--- config.mk ---
export PLATFORM = sky130hd
export DESIGN_NAME = nucleotide_substitution_counter_flat
export DESIGN_NICKNAME = d
export VERILOG_FILES = /design/src/rtl/nsc_pkg.sv /design/src/rtl/nsc_if.sv /design/src/rtl/nsc_count_bank.sv /design/src/rtl/nucleotide_substitution_counter.sv /design/src/flat_wrapper.sv
export SDC_FILE = /design/constraint.sdc
export NUM_CORES = 2
export LEC_CHECK = 0
export BUFFER_PORTS_ARGS = -buffer_cell sky130_fd_sc_hd__clkbuf_2
export CAP_MARGIN = 20
export CORE_ASPECT_RATIO = 1.2
export CORE_MARGIN = 10
export CORE_UTILIZATION = 30
export CTS_BUF_LIST = sky130_fd_sc_hd__clkbuf_8
export DETAILED_ROUTE_END_ITERATION = 6
export GPL_TIMING_DRIVEN = 1
export PLACE_DENSITY = 0.55
export SETUP_SLACK_MARGIN = 0.15
export SLEW_MARGIN = 10
export SYNTH_ARGS = -nofsm -noshare
export SYNTH_HDL_FRONTEND = slang
export SYNTH_HIERARCHICAL = 1
export SYNTH_SLANG_ARGS = --single-unit
--- constraint.sdc ---
create_clock -name clk_i -period 10.7 [get_ports clk_i]
set_clock_uncertainty 0.15 [all_clocks]
set_input_delay 2.14 -clock clk_i [delete_from_list [all_inputs] [get_ports clk_i]]
set_output_delay 2.14 -clock clk_i [all_outputs]
set_load 0.02 [all_outputs]
--- src/rtl/nsc_pkg.sv ---
// Shared types and constants for the nucleotide substitution counter.
// No dependencies; every other file of the block uses this package.
`default_nettype none

package nsc_pkg;

  // counters
  localparam int COUNT_BITS_DEF = 20;
  localparam int OUT_COUNT_BITS = 20;
  localparam int NUM_CELLS      = 16;
  localparam int READOUT_LEN    = NUM_CELLS + 1;

  // result kinds
  localparam logic KIND_CELL  = 1'b0;
  localparam logic KIND_SITES = 1'b1;

  // one aligned column
  typedef struct packed {
    logic [1:0] base_a;
    logic       gap_a;
    logic [1:0] base_b;
    logic       gap_b;
    logic [1:0] base_c;
    logic       gap_c;
    logic       last_site;
  } col_t;

  // update control toward the counter bank
  typedef struct packed {
    logic apply;      // column leaves the input register this cycle
    logic clear;      // last column: counters restart from zero
    logic three_way;  // ancestor inference mode
  } upd_t;

endpackage

`default_nettype wire

--- src/rtl/nsc_if.sv ---
// Channel interfaces of the substitution counter: columns, results, config.
// Depends on nsc_pkg for the result count width.
`default_nettype none

interface nsc_col_if;
  logic       valid;
  logic       ready;
  logic [1:0] base_a;
  logic       gap_a;
  logic [1:0] base_b;
  logic       gap_b;
  logic [1:0] base_c;
  logic       gap_c;
  logic       last_site;

  modport source (output valid, base_a, gap_a, base_b, gap_b, base_c, gap_c, last_site,
                  input ready);
  modport sink   (input valid, base_a, gap_a, base_b, gap_b, base_c, gap_c, last_site,
                  output ready);
endinterface

interface nsc_res_if;
  logic                               valid;
  logic                               ready;
  logic                               kind;
  logic [1:0]                         row;
  logic [1:0]                         col;
  logic [nsc_pkg::OUT_COUNT_BITS-1:0] count;
  logic                               last;

  modport source (output valid, kind, row, col, count, last, input ready);
  modport sink   (input valid, kind, row, col, count, last, output ready);
endinterface

interface nsc_cfg_if;
  logic valid;
  logic ready;
  logic three_way_mode;

  modport source (output valid, three_way_mode, input ready);
  modport sink   (input valid, three_way_mode, output ready);
endinterface

`default_nettype wire

--- src/rtl/nsc_count_bank.sv ---
// Counter bank: 4x4 saturating substitution counters plus the site counter.
// Depends on nsc_pkg (col_t, upd_t, NUM_CELLS).
`default_nettype none

module nsc_count_bank #(
  parameter int COUNT_BITS = nsc_pkg::COUNT_BITS_DEF
) (
  input  wire logic                                              clk_i,
  input  wire logic                                              rst_ni,
  input  wire nsc_pkg::upd_t                                     upd_i,
  input  wire nsc_pkg::col_t                                     col_i,
  output logic [nsc_pkg::NUM_CELLS-1:0][COUNT_BITS-1:0]          cell_upd_o,
  output logic [COUNT_BITS-1:0]                                  site_upd_o
);

  logic [nsc_pkg::NUM_CELLS-1:0][COUNT_BITS-1:0] cell_q, cell_d;
  logic [COUNT_BITS-1:0]                         site_q, site_d;

  logic       used;
  logic [1:0] anc;
  logic       ab_eq, ac_eq, bc_eq;

  // site selection and ancestor choice
  always_comb begin
    ab_eq = (col_i.base_a == col_i.base_b);
    ac_eq = (col_i.base_a == col_i.base_c);
    bc_eq = (col_i.base_b == col_i.base_c);
    if (upd_i.three_way) begin
      used = !col_i.gap_a && !col_i.gap_b && !col_i.gap_c && (ab_eq || ac_eq || bc_eq);
      anc  = (ab_eq || ac_eq) ? col_i.base_a : col_i.base_b;
    end else begin
      used = !col_i.gap_a && !col_i.gap_b;
      anc  = col_i.base_a;
    end
  end

  // saturating add of a small amount
  function automatic logic [COUNT_BITS-1:0] sat_add(input logic [COUNT_BITS-1:0] v,
                                                    input logic [1:0]            inc);
    logic [COUNT_BITS:0] s;
    s = {1'b0, v} + (COUNT_BITS+1)'(inc);
    return s[COUNT_BITS] ? {COUNT_BITS{1'b1}} : s[COUNT_BITS-1:0];
  endfunction

  // per-cell increments: up to three in three-way mode
  always_comb begin
    for (int k = 0; k < nsc_pkg::NUM_CELLS; k++) begin
      logic [1:0] r, c;
      logic [1:0] inc;
      r = 2'(k >> 2);
      c = 2'(k);
      inc = 2'd0;
      if (used && anc == r) begin
        if (upd_i.three_way) begin
          inc = 2'((col_i.base_a == c)) + 2'((col_i.base_b == c)) + 2'((col_i.base_c == c));
        end else begin
          inc = 2'((col_i.base_b == c));
        end
      end
      cell_upd_o[k] = sat_add(cell_q[k], inc);
    end
    site_upd_o = sat_add(site_q, {1'b0, used});
  end

  // next state: count, or restart after the last column
  always_comb begin
    cell_d = cell_q;
    site_d = site_q;
    if (upd_i.apply) begin
      if (upd_i.clear) begin
        cell_d = '0;
        site_d = '0;
      end else begin
        cell_d = cell_upd_o;
        site_d = site_upd_o;
      end
    end
  end

  always_ff @(posedge clk_i or negedge rst_ni) begin
    if (!rst_ni) begin
      cell_q <= '0;
      site_q <= '0;
    end else begin
      cell_q <= cell_d;
      site_q <= site_d;
    end
  end

endmodule

`default_nettype wire

--- src/rtl/nucleotide_substitution_counter.sv ---
// Top level of the nucleotide substitution counter.
// Depends on nsc_pkg, the channel interfaces in nsc_if and nsc_count_bank.
//
// One aligned column is taken per cycle unless a held last column blocks the
// input register; it is counted into the 4x4 saturating counters as it leaves
// that register. A column flagged last_site is counted, then its 16 cell
// counts (row-major) and the site count are copied into a 17-beat readout
// register and the counters restart at zero; the readout drains at one beat
// per cycle whenever results are taken, while new columns keep counting. A
// further last column waits in the input register only while the previous
// readout still has beats left; other columns wait only behind it.
// Counts wider than the 20-bit result field are reported clipped to its
// maximum. three_way_mode is to be written only while the block is idle;
// the block itself does not enforce this.
`default_nettype none

module nucleotide_substitution_counter #(
  parameter int COUNT_BITS = nsc_pkg::COUNT_BITS_DEF
) (
  input  wire logic clk_i,
  input  wire logic rst_ni,
  nsc_cfg_if.sink   cfg_i,
  nsc_col_if.sink   in_i,
  nsc_res_if.source out_o
);

  localparam int RdLen    = nsc_pkg::READOUT_LEN;
  localparam int RdIdxW   = $clog2(RdLen);
  localparam int OutW     = nsc_pkg::OUT_COUNT_BITS;
  localparam int ExtW     = (COUNT_BITS > OutW) ? COUNT_BITS : OutW;
  localparam logic [RdIdxW-1:0] RdLastIdx = RdIdxW'(RdLen - 1);

  // configuration register
  logic mode_q;
  assign cfg_i.ready = 1'b1;

  always_ff @(posedge clk_i or negedge rst_ni) begin
    if (!rst_ni) begin
      mode_q <= 1'b0;
    end else if (cfg_i.valid) begin
      mode_q <= cfg_i.three_way_mode;
    end
  end

  // input register
  logic          s1_valid_q;
  nsc_pkg::col_t s1_col_q;
  logic          s1_go;
  logic          rd_free;
  logic          in_acc;
  logic          out_acc;

  logic              rd_busy_q, rd_busy_d;
  logic [RdIdxW-1:0] rd_idx_q, rd_idx_d;
  logic [RdLen-1:0][OutW-1:0] rd_data_q, rd_data_d;

  assign out_acc     = out_o.valid && out_o.ready;
  assign rd_free     = !rd_busy_q || (out_acc && rd_idx_q == RdLastIdx);
  assign s1_go       = s1_valid_q && (!s1_col_q.last_site || rd_free);
  assign in_i.ready  = !s1_valid_q || s1_go;
  assign in_acc      = in_i.valid && in_i.ready;

  always_ff @(posedge clk_i or negedge rst_ni) begin
    if (!rst_ni) begin
      s1_valid_q <= 1'b0;
    end else if (in_i.ready) begin
      s1_valid_q <= in_i.valid;
    end
  end

  always_ff @(posedge clk_i) begin
    if (in_acc) begin
      s1_col_q <= '{base_a: in_i.base_a, gap_a: in_i.gap_a,
                    base_b: in_i.base_b, gap_b: in_i.gap_b,
                    base_c: in_i.base_c, gap_c: in_i.gap_c,
                    last_site: in_i.last_site};
    end
  end

  // counters
  nsc_pkg::upd_t                                  upd;
  logic [nsc_pkg::NUM_CELLS-1:0][COUNT_BITS-1:0]  cell_upd;
  logic [COUNT_BITS-1:0]                          site_upd;

  assign upd = '{apply: s1_go, clear: s1_col_q.last_site, three_way: mode_q};

  nsc_count_bank #(
    .COUNT_BITS (COUNT_BITS)
  ) u_bank (
    .clk_i      (clk_i),
    .rst_ni     (rst_ni),
    .upd_i      (upd),
    .col_i      (s1_col_q),
    .cell_upd_o (cell_upd),
    .site_upd_o (site_upd)
  );

  // clip a counter to the result field
  function automatic logic [OutW-1:0] clip(input logic [COUNT_BITS-1:0] v);
    logic [ExtW-1:0] e;
    e = ExtW'(v);
    return (e > ExtW'({OutW{1'b1}})) ? {OutW{1'b1}} : e[OutW-1:0];
  endfunction

  // readout shift register
  always_comb begin
    rd_busy_d = rd_busy_q;
    rd_idx_d  = rd_idx_q;
    rd_data_d = rd_data_q;
    if (s1_go && s1_col_q.last_site) begin
      for (int k = 0; k < nsc_pkg::NUM_CELLS; k++) begin
        rd_data_d[k] = clip(cell_upd[k]);
      end
      rd_data_d[RdLen-1] = clip(site_upd);
      rd_idx_d  = '0;
      rd_busy_d = 1'b1;
    end else if (out_acc) begin
      for (int k = 0; k < RdLen - 1; k++) begin
        rd_data_d[k] = rd_data_q[k+1];
      end
      rd_idx_d = rd_idx_q + RdIdxW'(1);
      if (rd_idx_q == RdLastIdx) begin
        rd_busy_d = 1'b0;
      end
    end
  end

  always_ff @(posedge clk_i or negedge rst_ni) begin
    if (!rst_ni) begin
      rd_busy_q <= 1'b0;
      rd_idx_q  <= '0;
    end else begin
      rd_busy_q <= rd_busy_d;
      rd_idx_q  <= rd_idx_d;
    end
  end

  always_ff @(posedge clk_i) begin
    rd_data_q <= rd_data_d;
  end

  // result beat
  logic rd_on_sites;
  assign rd_on_sites = (rd_idx_q == RdLastIdx);
  assign out_o.valid = rd_busy_q;
  assign out_o.kind  = rd_on_sites ? nsc_pkg::KIND_SITES : nsc_pkg::KIND_CELL;
  assign out_o.row   = rd_on_sites ? 2'd0 : rd_idx_q[3:2];
  assign out_o.col   = rd_on_sites ? 2'd0 : rd_idx_q[1:0];
  assign out_o.count = rd_data_q[0];
  assign out_o.last  = rd_on_sites;

  // checks
  a_sites_is_last: assert property (@(posedge clk_i) disable iff (!rst_ni)
    (out_o.valid && out_o.kind == nsc_pkg::KIND_SITES) |-> out_o.last)
    else $error("site count beat without last");

  a_last_held: assert property (@(posedge clk_i) disable iff (!rst_ni)
    (s1_valid_q && s1_col_q.last_site && !rd_free) |=> (s1_valid_q && s1_col_q.last_site))
    else $error("last column dropped while readout busy");

  a_run_ends: assert property (@(posedge clk_i) disable iff (!rst_ni)
    (out_acc && out_o.last && !s1_go) |=> !out_o.valid)
    else $error("readout continued past its final beat");

  a_idx_range: assert property (@(posedge clk_i) disable iff (!rst_ni)
    rd_busy_q |-> (rd_idx_q <= RdLastIdx))
    else $error("readout index out of range");

endmodule

`default_nettype wire

--- src/flat_wrapper.sv ---
// flat-port wrapper written by rule: the top's interface ports become plain ports
module nucleotide_substitution_counter_flat 
#(
  parameter int COUNT_BITS = nsc_pkg::COUNT_BITS_DEF
)
  (clk_i, rst_ni, cfg_i_valid, cfg_i_three_way_mode, cfg_i_ready, in_i_valid, in_i_base_a, in_i_gap_a, in_i_base_b, in_i_gap_b, in_i_base_c, in_i_gap_c, in_i_last_site, in_i_ready, out_o_valid, out_o_kind, out_o_row, out_o_col, out_o_count, out_o_last, out_o_ready);
  nsc_cfg_if cfg_i_i ();
  nsc_col_if in_i_i ();
  nsc_res_if out_o_i ();
  input  wire logic clk_i;
  input  wire logic rst_ni;
  input wire logic [$bits(cfg_i_i.valid)-1:0] cfg_i_valid;
  input wire logic [$bits(cfg_i_i.three_way_mode)-1:0] cfg_i_three_way_mode;
  output wire logic [$bits(cfg_i_i.ready)-1:0] cfg_i_ready;
  input wire logic [$bits(in_i_i.valid)-1:0] in_i_valid;
  input wire logic [$bits(in_i_i.base_a)-1:0] in_i_base_a;
  input wire logic [$bits(in_i_i.gap_a)-1:0] in_i_gap_a;
  input wire logic [$bits(in_i_i.base_b)-1:0] in_i_base_b;
  input wire logic [$bits(in_i_i.gap_b)-1:0] in_i_gap_b;
  input wire logic [$bits(in_i_i.base_c)-1:0] in_i_base_c;
  input wire logic [$bits(in_i_i.gap_c)-1:0] in_i_gap_c;
  input wire logic [$bits(in_i_i.last_site)-1:0] in_i_last_site;
  output wire logic [$bits(in_i_i.ready)-1:0] in_i_ready;
  output wire logic [$bits(out_o_i.valid)-1:0] out_o_valid;
  output wire logic [$bits(out_o_i.kind)-1:0] out_o_kind;
  output wire logic [$bits(out_o_i.row)-1:0] out_o_row;
  output wire logic [$bits(out_o_i.col)-1:0] out_o_col;
  output wire logic [$bits(out_o_i.count)-1:0] out_o_count;
  output wire logic [$bits(out_o_i.last)-1:0] out_o_last;
  input wire logic [$bits(out_o_i.ready)-1:0] out_o_ready;
  assign cfg_i_i.valid = cfg_i_valid;
  assign cfg_i_i.three_way_mode = cfg_i_three_way_mode;
  assign cfg_i_ready = cfg_i_i.ready;
  assign in_i_i.valid = in_i_valid;
  assign in_i_i.base_a = in_i_base_a;
  assign in_i_i.gap_a = in_i_gap_a;
  assign in_i_i.base_b = in_i_base_b;
  assign in_i_i.gap_b = in_i_gap_b;
  assign in_i_i.base_c = in_i_base_c;
  assign in_i_i.gap_c = in_i_gap_c;
  assign in_i_i.last_site = in_i_last_site;
  assign in_i_ready = in_i_i.ready;
  assign out_o_valid = out_o_i.valid;
  assign out_o_kind = out_o_i.kind;
  assign out_o_row = out_o_i.row;
  assign out_o_col = out_o_i.col;
  assign out_o_count = out_o_i.count;
  assign out_o_last = out_o_i.last;
  assign out_o_i.ready = out_o_ready;
  nucleotide_substitution_counter #(.COUNT_BITS(COUNT_BITS)) u_core (.clk_i(clk_i), .rst_ni(rst_ni), .cfg_i(cfg_i_i), .in_i(in_i_i), .out_o(out_o_i));
endmodule
==> impl_results.md <==
- Reg clk slew, reported paths: 60 ps
- Adder-Cell Fraction of Synth Area: 1.97%
- Post-Synthesis Cell Area: 43200 sq um
- Cell variety after synth: 77
- Routability Congestion: 0.824
- Pin count of the biggest net entering global routing: 179
- Sw Share: 30.2%
- Mux cell area share after synthesis: 0.530%
- CTS Hold Bufs: 0
- Die area: 160000 sq um
- Slew Limit Headroom: 20.2%
- Post-DR wirelength/cell: 19.2 um
- Root Buffer: clkbuf_8
- Dpl cells: 6209
- Comb power frac: 14.7%
- Most common cell after layout, fill and taps aside: nand2_1
- Critical Path Source Type: flip-flop
- CTS Buf Count: 134
- Setup Buffers After CTS: 0
- Worst setup EP type: flip-flop
- Leading area contributor after synthesis: edfxtp_1
- Worst Path Max Fanout: 18
- Hold Path Cell Cnt: 1
- Simple-gate share of the synthesized area: 17.9%
- Site Rows: 152
- Most frequent cells in the layout: 680 x nand2_1, 428 x inv_1, 350 x edfxtp_1
- CP max-delay cell: nor4_2
- Die width: 367 um
- Fmax: 173 MHz
- Mapped Cells: 4601
- Min-delay worst type: reg2reg
- Internal power: 0.00482 W
- Outcome: completed
- Initial DRC Count: 2957
- Flops & latches, synth: 698
- Primary FF master, synth: edfxtp_1
- CP max stage delay: 720 ps
- CP Cell Sequence: a21boi_0, nor2b_1, a21oi_1, buf_4, nor2_1, ha_1, inv_1, fa_1, nand3b_1, nor4_2, nand4_1, buf_4, o21ai_0, inv_1, o32ai_1
- Worst path required time: 11150 ps
- Core area: 143000 sq um
- Cell count of the worst reg-to-reg path: 15
- Final Cycle Share: 54.1%
- CTS tree: yes
- Part of the Yosys area used for sequential elements: 44.4%
- H-tree depth: 4
- Leakage: 18.4 nW
- Fin Setup TNS: 0 ps
- Port bufs: 43
- Setup repair after global routing missed its margin: no
- Final ANT Viol Nets: 0
- Top post-synthesis cells by area: edfxtp_1 24%, dfrtp_1 20%, o32ai_2 7.5%, nand2_1 5.9%, a21oi_1 3.5%
- Setup CP Type: reg2reg
- Synth top area share: 24.3%
- Max-slew violation count: 0
- Setup-failing EPs final: 0
- Share of cells above drive strength 1: 13.7%
- First-pass GRT wire length: 195000 um
- Reg power frac: 46.4%
- Post-DP HPWL: 77100 um
- WP buf/inv: 4
- Non-filler instance count after layout: 6461
- Async SR Flop Fraction: 49.9%
- Mean Syn Cell Area: 9.40 sq um
- PwrDens: 147 nW/um^2
- IO Count: 45
- Drt via density: 5.28
- Vias in the first global route: 33000
- Crit path time final: 5790 ps
- Hold Fails Final Rpt: 0
- Final WL: 124000 um
- Initial antenna violation count: 3
- Tot GR Track Use: 15.0%
- Vias: 34100
- Die Height: 436 um
- Worst Path Arrival: 6240 ps
- Drt pass-1 iters: 7
- Skew-Pair Late Insertion Delay: 820 ps
- Compound-Gate Fraction of Synth Area: 22.8%
- Remaining DRCs: 0
- Switching power: 0.00209 W
- Largest family of logic cells by synthesized area: compound AO/OA/AOI/OAI gates
- Synth Warn #: 6
- Layout Area Growth over Synthesis: 8.86%
- Nets: 4496
- Clock share of power: 38.8%
- MaxCap Viol Count: 0
- Post-synthesis xor/xnor area fraction: 4.21%
- Crit-path leading delay family: simple AND/OR/NAND/NOR gates
- CP Depth: 15
- Max IR drop VDD: 0.000106 V
- Total congestion overflow: 0
- Longest Clk Path Bufs: 3
- Worst slew pin tran: 1200 ps
- Syn_nets: 4673
- Cts repair resizes: 0
- CTS sink cnt: 698
- Number of enable flip-flop cells after synthesis: 350
- Starting Density: 30.2%
-- stage by stage --
step	worst slack, ps	total power [W]	area [sq um]	hold slack (ps)	util [%]
after floorplan	723	0.00400	43200	329	-
after global placement	4950	0.00428	44300	350	31.0
after detailed placement	4980	0.00429	44400	357	31.0
after CTS	4990	0.00701	47000	370	32.8
after global routing	4410	0.00723	47100	378	32.9
final	4910	0.00692	47100	370	32.9
-- final timing paths --
| kind | slack (ps) | to | start |
|---|---|---|---|
| worst max-delay path | 4910 | u_core/rd_data_q[303]$_DFFE_PP_ | u_core/mode_q$_DFFE_PN0P_ |
| worst min-delay path | 370 | u_core/u_bank/cell_q[220]$_DFFE_PN0P_ | u_core/u_bank/cell_q[220]$_DFFE_PN0P_ |
| worst max register to register | 4910 | u_core/rd_data_q[303]$_DFFE_PP_ | u_core/mode_q$_DFFE_PN0P_ |
| worst min register to register | 370 | u_core/u_bank/cell_q[220]$_DFFE_PN0P_ | u_core/u_bank/cell_q[220]$_DFFE_PN0P_ |
| max in group asynchronous | 7150 | u_core/u_bank/cell_q[127]$_DFFE_PN0P_ | rst_ni |
| min in group asynchronous | 1130 | u_core/u_bank/site_q[16]$_DFFE_PN0P_ | rst_ni |
-- final cells by class --
class	count	area, sq um
tap	1925	2410
clock inverter	99	626
sequential	698	19200
clock buffer	148	2040
timing repair buffer	106	747
antenna	1	2.50
multi-input combinational	3102	20600
fill	14600	96100
inverter	382	1440
-- synthesized netlist by cell type (all sizes together), types with 51 or more instances --
cell type and instances:
inv 382, nand3 103, a21oi 299, a31oi 111, and4 51, edfxtp 350, o32ai 320, xnor2 133
and3 111, nand4 60, buf 126, o21ai 196, nor2 275, dfrtp 348, xor2 75, nor3 104
clkbuf 293, a31o 61, nand2 683
-- layer usage --
metal	share of wire [%]	vias up	GRT usage (%)
li1	-	16300	-
met1	45	16800	20.0
met2	48	785	24.4
met3	4.0	218	2.10
met4	3.1	0	5.76
met5	0	-	0
-- power groups by stage --
| stage | Clock, W | Combinational [W] | Sequential, W |
|---|---|---|---|
| after CTS | 0.00277 | 0.00103 | 0.00321 |
| after floorplan | 0 | 0.000738 | 0.00326 |
| after detailed placement | 0 | 0.00103 | 0.00326 |
| after global routing | 0.00289 | 0.00111 | 0.00323 |
| after global placement | 0 | 0.00102 | 0.00326 |
| final | 0.00269 | 0.00102 | 0.00321 |
-- registers in the layout, indices dropped and copies added (netlist names) --
register / cells
u_core/s1_valid_q: 1
u_core/u_bank/cell_q: 320
u_core/out_o.count: 20
u_core/mode_q: 1
u_core/out_o.valid: 1
u_core/rd_idx_q: 5
u_core/u_bank/site_q: 20
u_core/rd_data_q: 320
u_core/s1_col_q: 10
-- kinds of logic (layout without fill, tap and decap cells) --
| kind of cell | count (synthesis) | in the layout |
|---|---|---|
| compound gates | 1203 | 1203 |
| xor+xnor | 208 | 208 |
| fa+ha+maj | 56 | 56 |
| buf+inv | 801 | 735 |
| flops | 698 | 698 |
| mux | 21 | 21 |
| other cells | 1 | 2 |
| simple gates | 1613 | 1613 |
No activity file was read; power rests on OpenSTA's default activity.
